## config.mk

```make
export PLATFORM = sky130hd
export DESIGN_NAME = base64url_decoder_core
export DESIGN_NICKNAME = d
export VERILOG_FILES = /design/src/rtl/core/b64d_pkg.sv /design/src/rtl/core/base64url_decoder_core.sv /design/src/rtl/core/b64d_front.sv /design/src/rtl/core/b64d_queue.sv /design/src/rtl/core/b64d_back.sv
export VERILOG_INCLUDE_DIRS = /design/src /design/src/rtl/core
export SDC_FILE = /design/constraint.sdc
export NUM_CORES = 1
export LEC_CHECK = 0
export BUFFER_PORTS_ARGS = -buffer_cell sky130_fd_sc_hd__buf_2
export CAP_MARGIN = 20
export CORE_MARGIN = 2
export CORE_UTILIZATION = 44
export DETAILED_ROUTE_END_ITERATION = 16
export HOLD_SLACK_MARGIN = 0.03
export PLACE_DENSITY = 0.65
export SYNTH_ARGS = -nofsm -noshare
export SYNTH_HDL_FRONTEND = slang
export SYNTH_HIERARCHICAL = 1
export SYNTH_SLANG_ARGS = --single-unit
```

## constraint.sdc

```tcl
create_clock -name clk -period 3.85 [get_ports clk]
set_clock_uncertainty 0.2 [all_clocks]
set_input_delay 0.1925 -clock clk [delete_from_list [all_inputs] [get_ports clk]]
set_output_delay 0.1925 -clock clk [all_outputs]
set_load 0.03 [all_outputs]
```

## src/rtl/core/base64url_decoder_core_assert.svh

```systemverilog
// assertion macros used by the base64url decoder rtl
`ifndef BASE64URL_DECODER_CORE_ASSERT_SVH
`define BASE64URL_DECODER_CORE_ASSERT_SVH

// same-cycle implication, sampled on clk, off during reset
`define B64D_ASSERT_IMPL(label, ante, cons) \
    label: assert property (@(posedge clk) disable iff (!rst_n) (ante) |-> (cons)) \
        else $error("b64d assertion failed");

// next-cycle implication, sampled on clk, off during reset
`define B64D_ASSERT_NEXT(label, ante, cons) \
    label: assert property (@(posedge clk) disable iff (!rst_n) (ante) |=> (cons)) \
        else $error("b64d assertion failed");

`endif

```

## src/rtl/core/b64d_pkg.sv

```systemverilog
// shared types, constants and symbol classifier of the base64url decoder
`timescale 1ns / 1ps
`default_nettype none

package b64d_pkg;

    // queue between classifier and decode engine
    localparam int unsigned QUEUE_DEPTH = 4;
    localparam int unsigned QPTR_W      = $clog2(QUEUE_DEPTH);
    localparam int unsigned QCNT_W      = $clog2(QUEUE_DEPTH + 1);

    // special characters
    localparam logic [7:0] SYM_DASH  = 8'h2D;
    localparam logic [7:0] SYM_PLUS  = 8'h2B;
    localparam logic [7:0] SYM_UNDER = 8'h5F;
    localparam logic [7:0] SYM_SLASH = 8'h2F;
    localparam logic [7:0] SYM_PAD   = 8'h3D;
    localparam logic [7:0] SYM_NUL   = 8'h00;

    // closing status codes
    localparam logic [1:0] STATUS_OK       = 2'd0;
    localparam logic [1:0] STATUS_INVALID  = 2'd1;
    localparam logic [1:0] STATUS_OVERFLOW = 2'd2;

    typedef enum logic [1:0] {
        KIND_VALUE = 2'd0,
        KIND_STOP  = 2'd1,
        KIND_BAD   = 2'd2
    } sym_kind_t;

    typedef struct packed {
        sym_kind_t  kind;
        logic [5:0] sextet;
        logic       last;
    } sym_item_t;

    // one queue port: valid flag with the classified character
    typedef struct packed {
        logic      valid;
        sym_item_t item;
    } q_slot_t;

    // map one character to its kind and 6-bit value
    function automatic sym_item_t classify(input logic [7:0] sym, input logic last);
        sym_item_t res;
        res.kind   = KIND_VALUE;
        res.sextet = 6'd0;
        res.last   = last;
        case (sym) inside
            [8'h41:8'h5A]: res.sextet = 6'(sym - 8'h41);
            [8'h61:8'h7A]: res.sextet = 6'(sym - 8'h61 + 8'd26);
            [8'h30:8'h39]: res.sextet = 6'(sym - 8'h30 + 8'd52);
            SYM_DASH, SYM_PLUS:   res.sextet = 6'd62;
            SYM_UNDER, SYM_SLASH: res.sextet = 6'd63;
            SYM_PAD, SYM_NUL:     res.kind = KIND_STOP;
            default:              res.kind = KIND_BAD;
        endcase
        return res;
    endfunction

endpackage

`default_nettype wire

```

## src/rtl/core/base64url_decoder_core.sv

```systemverilog
// top level of the streaming base64url decoder
//
//  channel | direction | handshake            | payload
//  --------+-----------+----------------------+---------------------------------------------
//  input   | in        | in_valid / in_ready  | symbol, last
//  result  | out       | out_valid / out_ready| data_byte, byte_valid, done_res, status, byte_count
//  config  | in        | cfg_we               | cfg_wdata (byte_capacity)
//
//  one character and one retired queue entry per cycle, unless a result waits on out_ready
//  a character enters the queue at its transfer and the result register when the back end pops it
//  a four-entry queue lets the input side keep transferring while a result waits on out_ready
//  reset clears all string state and sets byte_capacity to 65535; no clearing pass
`timescale 1ns / 1ps
`default_nettype none

module base64url_decoder_core (
    input  wire logic        clk,
    input  wire logic        rst_n,
    input  wire logic        cfg_we,
    input  wire logic [15:0] cfg_wdata,
    input  wire logic        in_valid,
    output logic             in_ready,
    input  wire logic [7:0]  symbol,
    input  wire logic        last,
    output logic             out_valid,
    input  wire logic        out_ready,
    output logic [7:0]       data_byte,
    output logic             byte_valid,
    output logic             done_res,
    output logic [1:0]       status,
    output logic [15:0]      byte_count
);
    import b64d_pkg::*;

    q_slot_t push;
    q_slot_t head;
    logic    q_full;
    logic    pop;

    // classify incoming characters
    b64d_front u_front (
        .in_valid (in_valid),
        .in_ready (in_ready),
        .symbol   (symbol),
        .last     (last),
        .q_full   (q_full),
        .push     (push)
    );

    // decouple the two sides
    b64d_queue u_queue (
        .clk   (clk),
        .rst_n (rst_n),
        .push  (push),
        .full  (q_full),
        .head  (head),
        .pop   (pop)
    );

    // decode and register results
    b64d_back u_back (
        .clk        (clk),
        .rst_n      (rst_n),
        .cfg_we     (cfg_we),
        .cfg_wdata  (cfg_wdata),
        .head       (head),
        .pop        (pop),
        .out_valid  (out_valid),
        .out_ready  (out_ready),
        .data_byte  (data_byte),
        .byte_valid (byte_valid),
        .done_res   (done_res),
        .status     (status),
        .byte_count (byte_count)
    );

endmodule

`default_nettype wire

```

## src/rtl/core/b64d_front.sv

```systemverilog
// front end: accepts characters and classifies them into the queue
`timescale 1ns / 1ps
`default_nettype none

module b64d_front (
    input  wire logic              in_valid,
    output logic                   in_ready,
    input  wire logic [7:0]        symbol,
    input  wire logic              last,
    input  wire logic              q_full,
    output b64d_pkg::q_slot_t      push
);
    import b64d_pkg::*;

    // take a character whenever the queue has room
    assign in_ready = !q_full;

    // classify and push on each transfer
    always_comb
    begin
        push.valid = in_valid && !q_full;
        push.item  = classify(symbol, last);
    end

endmodule

`default_nettype wire

```

## src/rtl/core/b64d_queue.sv

```systemverilog
// short fifo of classified characters between front and back end
`timescale 1ns / 1ps
`default_nettype none

module b64d_queue (
    input  wire logic               clk,
    input  wire logic               rst_n,
    input  wire b64d_pkg::q_slot_t  push,
    output logic                    full,
    output b64d_pkg::q_slot_t       head,
    input  wire logic               pop
);
    import b64d_pkg::*;

    sym_item_t           entry_reg [QUEUE_DEPTH];
    logic [QPTR_W-1:0]   wr_ptr_reg;
    logic [QPTR_W-1:0]   rd_ptr_reg;
    logic [QCNT_W-1:0]   count_reg;
    logic [QCNT_W-1:0]   count_next;
    logic                do_pop;

    assign full   = (count_reg == QCNT_W'(QUEUE_DEPTH));
    assign do_pop = pop && (count_reg != '0);

    // head entry
    always_comb
    begin
        head.valid = (count_reg != '0);
        head.item  = entry_reg[rd_ptr_reg];
    end

    // occupancy
    always_comb
    begin
        count_next = count_reg;
        if (push.valid && !do_pop)
        begin
            count_next = count_reg + QCNT_W'(1);
        end
        else if (do_pop && !push.valid)
        begin
            count_next = count_reg - QCNT_W'(1);
        end
    end

    // pointers and count
    always_ff @(posedge clk or negedge rst_n)
    begin
        if (!rst_n)
        begin
            wr_ptr_reg <= '0;
            rd_ptr_reg <= '0;
            count_reg  <= '0;
        end
        else
        begin
            if (push.valid)
            begin
                wr_ptr_reg <= wr_ptr_reg + QPTR_W'(1);
            end
            if (do_pop)
            begin
                rd_ptr_reg <= rd_ptr_reg + QPTR_W'(1);
            end
            count_reg <= count_next;
        end
    end

    // entry storage
    always_ff @(posedge clk)
    begin
        if (push.valid)
        begin
            entry_reg[wr_ptr_reg] <= push.item;
        end
    end

endmodule

`default_nettype wire

```

## src/rtl/core/b64d_back.sv

```systemverilog
// back end: bit accumulator, byte count, status and result register
`timescale 1ns / 1ps
`default_nettype none
`include "base64url_decoder_core_assert.svh"

module b64d_back (
    input  wire logic               clk,
    input  wire logic               rst_n,
    input  wire logic               cfg_we,
    input  wire logic [15:0]        cfg_wdata,
    input  wire b64d_pkg::q_slot_t  head,
    output logic                    pop,
    output logic                    out_valid,
    input  wire logic               out_ready,
    output logic [7:0]              data_byte,
    output logic                    byte_valid,
    output logic                    done_res,
    output logic [1:0]              status,
    output logic [15:0]             byte_count
);
    import b64d_pkg::*;

    logic [15:0] capacity_reg;
    logic [11:0] acc_reg;
    logic [11:0] acc_next;
    logic [2:0]  pending_reg;
    logic [2:0]  pending_next;
    logic [15:0] count_reg;
    logic [15:0] count_next;
    logic        stopped_reg;
    logic        stopped_next;
    logic [1:0]  err_reg;
    logic [1:0]  err_next;

    logic        out_valid_reg;
    logic [7:0]  data_byte_reg;
    logic        byte_valid_reg;
    logic        done_res_reg;
    logic [1:0]  status_reg;
    logic [15:0] byte_count_reg;

    logic        take;
    logic        got_byte;
    logic [7:0]  byte_val;
    logic [11:0] acc_shift;
    logic [3:0]  pending_sum;
    logic [2:0]  pending_left;

    // consume the head when the result register is free or draining
    assign take = head.valid && (!out_valid_reg || out_ready);
    assign pop  = take;

    // decode one character
    always_comb
    begin
        acc_shift    = {acc_reg[5:0], head.item.sextet};
        pending_sum  = {1'b0, pending_reg} + 4'd6;
        pending_left = pending_sum[3] ? pending_sum[2:0] : pending_sum[2:0];
        acc_next     = acc_reg;
        pending_next = pending_reg;
        count_next   = count_reg;
        stopped_next = stopped_reg;
        err_next     = err_reg;
        got_byte     = 1'b0;
        byte_val     = 8'd0;
        if (!stopped_reg && err_reg == STATUS_OK)
        begin
            case (head.item.kind)
                KIND_STOP:
                begin
                    stopped_next = 1'b1;
                end
                KIND_BAD:
                begin
                    err_next = STATUS_INVALID;
                end
                KIND_VALUE:
                begin
                    acc_next     = acc_shift;
                    pending_next = pending_left;
                    if (pending_sum[3])
                    begin
                        if (count_reg >= capacity_reg)
                        begin
                            err_next = STATUS_OVERFLOW;
                        end
                        else
                        begin
                            got_byte   = 1'b1;
                            count_next = count_reg + 16'd1;
                            case (pending_left)
                                3'd2:    byte_val = acc_shift[9:2];
                                3'd4:    byte_val = acc_shift[11:4];
                                default: byte_val = acc_shift[7:0];
                            endcase
                        end
                    end
                end
                default:
                begin
                    err_next = err_reg;
                end
            endcase
        end
    end

    // capacity register
    always_ff @(posedge clk or negedge rst_n)
    begin
        if (!rst_n)
        begin
            capacity_reg <= 16'hFFFF;
        end
        else if (cfg_we)
        begin
            capacity_reg <= cfg_wdata;
        end
    end

    // per-string state, cleared after the closing character
    always_ff @(posedge clk or negedge rst_n)
    begin
        if (!rst_n)
        begin
            acc_reg     <= '0;
            pending_reg <= '0;
            count_reg   <= '0;
            stopped_reg <= 1'b0;
            err_reg     <= STATUS_OK;
        end
        else if (take)
        begin
            if (head.item.last)
            begin
                acc_reg     <= '0;
                pending_reg <= '0;
                count_reg   <= '0;
                stopped_reg <= 1'b0;
                err_reg     <= STATUS_OK;
            end
            else
            begin
                acc_reg     <= acc_next;
                pending_reg <= pending_next;
                count_reg   <= count_next;
                stopped_reg <= stopped_next;
                err_reg     <= err_next;
            end
        end
    end

    // result valid flag
    always_ff @(posedge clk or negedge rst_n)
    begin
        if (!rst_n)
        begin
            out_valid_reg <= 1'b0;
        end
        else if (take)
        begin
            out_valid_reg <= got_byte || head.item.last;
        end
        else if (out_ready)
        begin
            out_valid_reg <= 1'b0;
        end
    end

    // result payload
    always_ff @(posedge clk)
    begin
        if (take)
        begin
            data_byte_reg  <= byte_val;
            byte_valid_reg <= got_byte;
            done_res_reg   <= head.item.last;
            status_reg     <= head.item.last ? err_next : STATUS_OK;
            byte_count_reg <= head.item.last ? count_next : 16'd0;
        end
    end

    assign out_valid  = out_valid_reg;
    assign data_byte  = data_byte_reg;
    assign byte_valid = byte_valid_reg;
    assign done_res   = done_res_reg;
    assign status     = status_reg;
    assign byte_count = byte_count_reg;

    // checks
    `B64D_ASSERT_IMPL(a_pending_even, 1'b1, pending_reg[0] == 1'b0)
    `B64D_ASSERT_IMPL(a_result_has_cause, out_valid_reg && !byte_valid_reg, done_res_reg)
    `B64D_ASSERT_IMPL(a_mid_string_quiet, out_valid_reg && !done_res_reg,
        status_reg == STATUS_OK && byte_count_reg == 16'd0)
    `B64D_ASSERT_NEXT(a_rearm_on_last, take && head.item.last,
        count_reg == 16'd0 && err_reg == STATUS_OK && !stopped_reg)
    `B64D_ASSERT_NEXT(a_halted_no_count,
        take && !head.item.last && (stopped_reg || err_reg != STATUS_OK),
        count_reg == $past(count_reg))

endmodule

`default_nettype wire
```

Word-level counts from Yosys, hierarchy flattened
Memories as Yosys holds them, arrays and structs flattened.
Cells that the tools add are included.
- flip-flop bits (word level): 80
- memory bits (writable): 36
- input bits: 30
- output and inout port bits: 30
- word-level logic and storage cells: 119
- memories kept: 1
- add/sub/neg operators: 11
- $lt $le $gt $ge: 7
- eq/ne operators: 10
- mux-type cells: 41
- bitwise logic cells: 3
- reductions and logical operators: 31
- memory list (memory ; depth ; width ; read ports ; clocked after Yosys merged registers in ; write ports ; RTL line ; source):
    u_queue.entry_reg ; 4 ; 9 ; 1 ; 0 ; 1 ; b64d_queue.sv:15 ; sym_item_t entry_reg [QUEUE_DEPTH];
- operators by type and width (operator ; number):
    16-bit two-way mux ; 5
    6-bit two-way mux ; 8
    8-bit by 6-bit equality test with 1-bit output, second input constant ; 4
    2-bit two-way mux ; 10
    16-bit by 1-bit adder with 16-bit output, second input constant ; 1
    16-bit >= comparator ; 1
    8-bit by 7-bit >= comparator with 1-bit output, second input constant ; 2
    8-bit by 7-bit <= comparator with 1-bit output, second input constant ; 2
    8-bit one-hot mux with 2 select lines ; 1
    3-bit two-way mux ; 5
    6-bit subtractor, second input constant ; 2
    1-bit two-way mux ; 11
    2-bit nonzero test ; 5
    1-bit logical AND ; 9
    8-bit by 7-bit equality test with 1-bit output, second input constant ; 1
    8-bit by 6-bit >= comparator with 1-bit output, second input constant ; 1
    8-bit by 6-bit <= comparator with 1-bit output, second input constant ; 1
    8-bit logical NOT ; 1
    6-bit by 5-bit adder with 6-bit output, second input constant ; 1
    6-bit adder, second input constant ; 1
    3-bit equality test, second input constant ; 2
    3-bit AND reduction ; 2
    2-bit OR reduction ; 3
    6-bit by 1-bit subtractor with 6-bit output, second input constant ; 1
    14 further kinds ; 23

Depth between registers and ports, before layout
- depth in word-level cells: 8
- mapped depth: 12
- depth with buffers taken out: 10

Cells and area by module
The synthesis kept the hierarchy.
- modules (own cells, without submodules) (module ; instances ; cells each ; area an instance (um2) ; sequential area each (um2)):
    b64d_back ; 1 ; 412 ; 3957.5 ; 1961.9
    b64d_queue ; 1 ; 81 ; 1714.1 ; 1256.2
    b64d_front ; 1 ; 86 ; 671.9 ; 0.0

Least setup slack after synthesis
OpenSTA, ideal clock, no wires.
- path type: flip-flop to flip-flop
- start: register u_back.out_valid_reg (netlist: u_back/out_valid)
- end: register u_queue.count_reg[1]
- setup time: 125 ps
- data arrival time: 3107 ps
- data required time: 3525 ps
- setup slack: 418 ps
- stages on the path, launching flop included: 11
- path buffers: 2
- period minus slack after synthesis: 3432 ps
- cells stage by stage: dfrtp_1 > nand2b_1 > nand2_1 > clkbuf_1 > inv_1 > clkbuf_1 > nand2_4 > ha_1 > inv_1 > fa_1 > mux2_2
- cells in the longest elaborated chain, start to end: 7
- elaborated cells between the ends (all ways): 9
- classes of those cells: mux (1); reduce/logical (8)
- RTL lines (what ; RTL line ; source):
    from (decl) ; b64d_back.sv:35 ; logic out_valid_reg;
    from (signal assigned) ; b64d_back.sv:161 ; out_valid_reg <= got_byte || head.item.last;
    1-bit logical NOT ; b64d_back.sv:50 ; assign take = head.valid && (!out_valid_reg || out_ready);
    1-bit logical OR ; b64d_back.sv:50 ;
    1-bit logical AND ; b64d_back.sv:50 ;
    named net pop ; base64url_decoder_core.sv:38 ; logic pop;
    1-bit logical AND ; b64d_queue.sv:23 ; assign do_pop = pop && (count_reg != '0);
    1-bit logical NOT ; b64d_queue.sv:36 ; if (push.valid && !do_pop)
    1-bit logical AND ; b64d_queue.sv:36 ;
    3-bit two-way mux ; b64d_queue.sv:36 ;
    named net u_queue.count_next[1] ; b64d_queue.sv:19 ; logic [QCNT_W-1:0] count_next;
    to (signal assigned) ; b64d_queue.sv:65 ; count_reg <= count_next;
    to (decl) ; b64d_queue.sv:18 ; logic [QCNT_W-1:0] count_reg;
The timed path passes the listed nets, and every way through them passes these cells.
A chain may end at the register's enable or synchronous reset.

==> impl_metrics.prom <==
# TYPE chip_impl_metric gauge
chip_impl_metric{name="antenna_found_initial",unit=""} 0
chip_impl_metric{name="synth-seq-area-share",unit=""} 0.507
chip_impl_metric{name="clkTransAtPathRegs",unit="ns"} 0.05
chip_impl_metric{name="avgRoutedWirePerCell",unit="µm"} 16.9
chip_impl_metric{name="synth_cells",unit=""} 579
chip_impl_metric{name="syn_nets",unit=""} 646
chip_impl_metric{name="max_freq",unit="MHz"} 286
chip_impl_metric{name="initial_drc_count",unit=""} 408
chip_impl_metric{name="switching_fraction_of_total_power",unit=""} 0.390
chip_impl_metric{name="p_per_area",unit="nW/µm²"} 757
chip_impl_metric{name="final_layout_size_suffix_gt1_frac",unit=""} 0.205
chip_impl_metric{name="reg2reg_path_depth",unit=""} 8
chip_impl_metric{name="boundaryPins",unit=""} 60
chip_impl_info{name="cts_tree",value="built"} 1
chip_impl_metric{name="grt_pass1_wl",unit="µm"} 23400
chip_impl_metric{name="layout_worst_path_cycle_share",unit=""} 0.909
chip_impl_metric{name="cts_post_setup_buffers_inserted",unit=""} 0
chip_impl_metric{name="syn_area",unit="µm²"} 6340
chip_impl_metric{name="p_leak",unit="nW"} 3.05
chip_impl_metric{name="initial_core_util",unit=""} 0.453
chip_impl_metric{name="grt_remaining_overflow",unit=""} 0
chip_impl_metric{name="drc_errors",unit=""} 0
chip_impl_info{name="synth_area_leaders",value="sky130_fd_sc_hd__edfxtp_1 (30%), sky130_fd_sc_hd__dfrtp_1 (14%), sky130_fd_sc_hd__ha_1 (7.1%)"} 1
chip_impl_metric{name="cts.htree.levels",unit=""} 4
chip_impl_metric{name="cts_inserted_buffers",unit=""} 17
chip_impl_metric{name="power",unit="mW"} 5.81
chip_impl_metric{name="die_w",unit="µm"} 124
chip_impl_metric{name="post-route-min-period",unit="ns"} 3.50
chip_impl_metric{name="fin_nets",unit=""} 733
chip_impl_metric{name="path_buf_inv",unit=""} 1
chip_impl_metric{name="synth_async_sr_flop_share",unit=""} 0.443
chip_impl_metric{name="count_of_antenna_diodes_in_the_layout",unit=""} 0
chip_impl_metric{name="drv_cap",unit=""} 0
chip_impl_metric{name="setup-violations-final",unit=""} 0
chip_impl_info{name="hold_path.class",value="in -> reg"} 1
chip_impl_metric{name="floorplan.die.height",unit="µm"} 124
chip_impl_metric{name="largest_register_ffs",unit=""} 36
chip_impl_metric{name="power.ir.vdd_worst",unit="µV"} 475
chip_impl_metric{name="crit_arrival",unit="ns"} 3.60
chip_impl_metric{name="clk-insertion-delay-late",unit="ns"} 0.41
chip_impl_metric{name="portBuffers",unit=""} 59
chip_impl_metric{name="placement_rows",unit=""} 43
chip_impl_metric{name="max-slew-margin-rel",unit=""} 0.481
chip_impl_metric{name="setup-tns-final",unit="ns"} 0
chip_impl_info{name="synth_top_cell_by_area",value="sky130_fd_sc_hd__edfxtp_1"} 1
chip_impl_info{name="critical_path.startpoint_type",value="flop"} 1
chip_impl_metric{name="vias",unit=""} 4907
chip_impl_metric{name="area_delta_synth_final",unit="%"} 20.9
chip_impl_metric{name="synth-edff-count",unit=""} 64
chip_impl_metric{name="max-clock-path-buffers",unit=""} 2
chip_impl_metric{name="timing.critical_path.depth",unit=""} 8
chip_impl_metric{name="post-synth-top-area-fraction",unit=""} 0.303
chip_impl_metric{name="design.die.area",unit="µm²"} 15400
chip_impl_metric{name="cp_max_fo",unit=""} 13
chip_impl_metric{name="synth-warning-count",unit=""} 6
chip_impl_metric{name="fraction_of_power_consumed_by_combinational_cells",unit=""} 0.383
chip_impl_info{name="worst-setup-path-type",value="reg -> reg"} 1
chip_impl_metric{name="holdWs",unit="ns"} 0.0511
chip_impl_metric{name="via_per_inst",unit=""} 5.71
chip_impl_metric{name="largest_net_degree_at_the_start_of_global_routing",unit=""} 45
chip_impl_metric{name="place_hpwl",unit="µm"} 9860
chip_impl_metric{name="antenna_left",unit=""} 0
chip_impl_metric{name="grtUsageTotal",unit=""} 0.200
chip_impl_metric{name="power.switching",unit="mW"} 2.27
chip_impl_metric{name="detail_route.first_pass.iterations",unit=""} 5
chip_impl_info{name="synth.top_cells.by_count",value="sky130_fd_sc_hd__edfxtp_1 (64), sky130_fd_sc_hd__nand2_1 (54), sky130_fd_sc_hd__inv_1 (38)"} 1
chip_impl_metric{name="hold_depth",unit=""} 3
chip_impl_metric{name="measured_slew_at_the_worst_slew_check_pin",unit="ns"} 0.771
chip_impl_metric{name="drt_wl_total",unit="µm"} 14500
chip_impl_info{name="setup.worst_path.end_class",value="flop"} 1
chip_impl_metric{name="synth.avg_cell_area",unit="µm²"} 11.0
chip_impl_info{name="clk_root_buffer_cell",value="sky130_fd_sc_hd__clkbuf_16"} 1
chip_impl_metric{name="seq_power_share",unit=""} 0.354
chip_impl_metric{name="core_region_area",unit="µm²"} 14000
chip_impl_info{name="synth.most_common_cell",value="sky130_fd_sc_hd__edfxtp_1"} 1
chip_impl_metric{name="grt_pass1_vias",unit=""} 4775
chip_impl_info{name="critical-path-top-delay-family",value="simple AND/OR/NAND/NOR gates"} 1
chip_impl_metric{name="placed_cells_incl_taps",unit=""} 795
chip_impl_metric{name="synth_cell_type_count",unit=""} 67
chip_impl_metric{name="number_of_hold_slack_violations_in_the_final_timing_report",unit=""} 0
chip_impl_metric{name="p_int",unit="mW"} 3.54
chip_impl_metric{name="clock-sinks",unit=""} 115
chip_impl_info{name="yosys_most_used_dff",value="sky130_fd_sc_hd__edfxtp_1"} 1
chip_impl_info{name="rsz0062_at_grt",value="false"} 1
chip_impl_metric{name="r2r_setup_slack",unit="ns"} 0.35
chip_impl_metric{name="required_time_of_the_worst_setup_path",unit="ns"} 3.95
chip_impl_metric{name="globalplace.congestion",unit=""} 0.921
chip_impl_info{name="path_cells",value="mux4_2 > or2_2 > a2111oi_4 > nand3_2 > or3_1 > inv_1 > nand2_1 > a221o_1"} 1
chip_impl_info{name="outcome",value="completed"} 1
chip_impl_metric{name="max_stage_delay",unit="ns"} 0.60
chip_impl_metric{name="power.clock.fraction",unit=""} 0.263
chip_impl_metric{name="finish.cell_count_without_fillers",unit=""} 859
chip_impl_metric{name="n_fill_cell",unit=""} 1213
chip_impl_metric{name="slew_violations",unit=""} 0
chip_impl_info{name="cp_slowest_cell",value="sky130_fd_sc_hd__dfrtp_1"} 1
chip_impl_metric{name="synth.ff_latch_count",unit=""} 115
final cells by class:
type	count	area, µm²	area share
flip-flops and latches	115	3220	0.420
clock buffers	20	437	0.0569
clock inverters	12	139	0.0181
repair buffers	99	676	0.0881
inverters	39	146	0.0191
multi-input cells	394	2830	0.369
well taps	180	225	0.0294
what timing repair did:
item / 4_1_cts / 5_1_grt
gates resized for setup: 0 / 0
hold buffers: 32 / 0
endpoints found under the hold margin: 43 / 0
endpoints found under the setup margin: 0 / 0
layer usage:
metal / global-route usage / part of all wire / vias up
met5: 0 / 0 / -
met2: 0.348 / 0.52 / 124
met4: 0.0765 / 0.016 / 0
met1: 0.242 / 0.42 / 2433
li1: - / - / 2330
met3: 0.0430 / 0.039 / 20
stage by stage:
step,setup slack (ns),instance area (µm²),util
global route,0.156,7670,0.548
global placement,0.458,6770,0.484
finish,0.351,7670,0.548
floorplan,0.418,6340,-
detailed placement,0.370,6770,0.484
CTS,0.358,7670,0.548
path summary, 6_finish.rpt:
| path | start | endpoint |
|---|---|---|
| setup / recovery | u_queue/rd_ptr_reg[1] | u_back/count_reg[2] |
| hold / removal | cfg_we | u_back/capacity_reg[6] |
| setup reg to reg | u_queue/rd_ptr_reg[1] | u_back/count_reg[2] |
| hold reg to reg | u_queue/count_reg[2] | u_queue/count_reg[2] |
| max in group asynchronous | rst_n | u_back/count_reg[4] |
| min in group asynchronous | rst_n | u_back/count_reg[10] |
cell families (layout without fill, tap and decap cells):
logic type / after synthesis / in the layout / share of synthesized area
AO/OA/AOI/OAI: 133 / 133 / 0.149
XOR/XNOR: 17 / 17 / 0.0235
adder cells (fa/ha/maj): 37 / 37 / 0.0742
buffers and inverters: 70 / 170 / 0.0469
flip-flops: 115 / 115 / 0.507
multiplexers: 15 / 15 / 0.0424
AND/OR/NAND/NOR: 192 / 192 / 0.157
power groups by stage:
stage	Clock, mW	Sequential, mW	Combinational, mW
detailed placement	0	2.08	2.20
floorplan	0	2.29	1.38
finish	1.53	2.05	2.22
global route	1.63	2.11	2.46
global placement	0	2.06	2.14
CTS	1.56	2.06	2.23
cells in the final DEF, fill, tap and decap left out, types with 5 or more instances in the layout:
cell / instances
sky130_fd_sc_hd__nand3_1: 20
sky130_fd_sc_hd__o311ai_0: 8
sky130_fd_sc_hd__xnor2_1: 11
sky130_fd_sc_hd__ha_1: 36
sky130_fd_sc_hd__o22ai_1: 6
sky130_fd_sc_hd__o21ai_0: 32
sky130_fd_sc_hd__buf_2: 59
sky130_fd_sc_hd__clkinv_2: 6
sky130_fd_sc_hd__o211ai_1: 6
sky130_fd_sc_hd__or3_1: 16
sky130_fd_sc_hd__a22o_1: 6
sky130_fd_sc_hd__dfstp_2: 16
sky130_fd_sc_hd__buf_4: 8
sky130_fd_sc_hd__inv_1: 38
sky130_fd_sc_hd__dfrtp_1: 35
sky130_fd_sc_hd__edfxtp_1: 64
sky130_fd_sc_hd__and2_1: 5
sky130_fd_sc_hd__nor4_1: 7
sky130_fd_sc_hd__nand2_1: 54
sky130_fd_sc_hd__nor3_1: 8
sky130_fd_sc_hd__mux4_2: 8
sky130_fd_sc_hd__a22oi_1: 13
sky130_fd_sc_hd__a21oi_1: 29
sky130_fd_sc_hd__dlygate4sd3_1: 32
sky130_fd_sc_hd__clkbuf_16: 17
sky130_fd_sc_hd__nand4_1: 11
sky130_fd_sc_hd__xor2_1: 6
sky130_fd_sc_hd__nor2b_1: 6
sky130_fd_sc_hd__nor2_1: 37
sky130_fd_sc_hd__or4_1: 6
worst min-delay path: stages:
cell and delay (ns):
sky130_fd_sc_hd__buf_2 0.24, sky130_fd_sc_hd__nand2_1 0.13, sky130_fd_sc_hd__o21ai_0 0.08
Note: power is estimated with default switching activity, not from simulation.
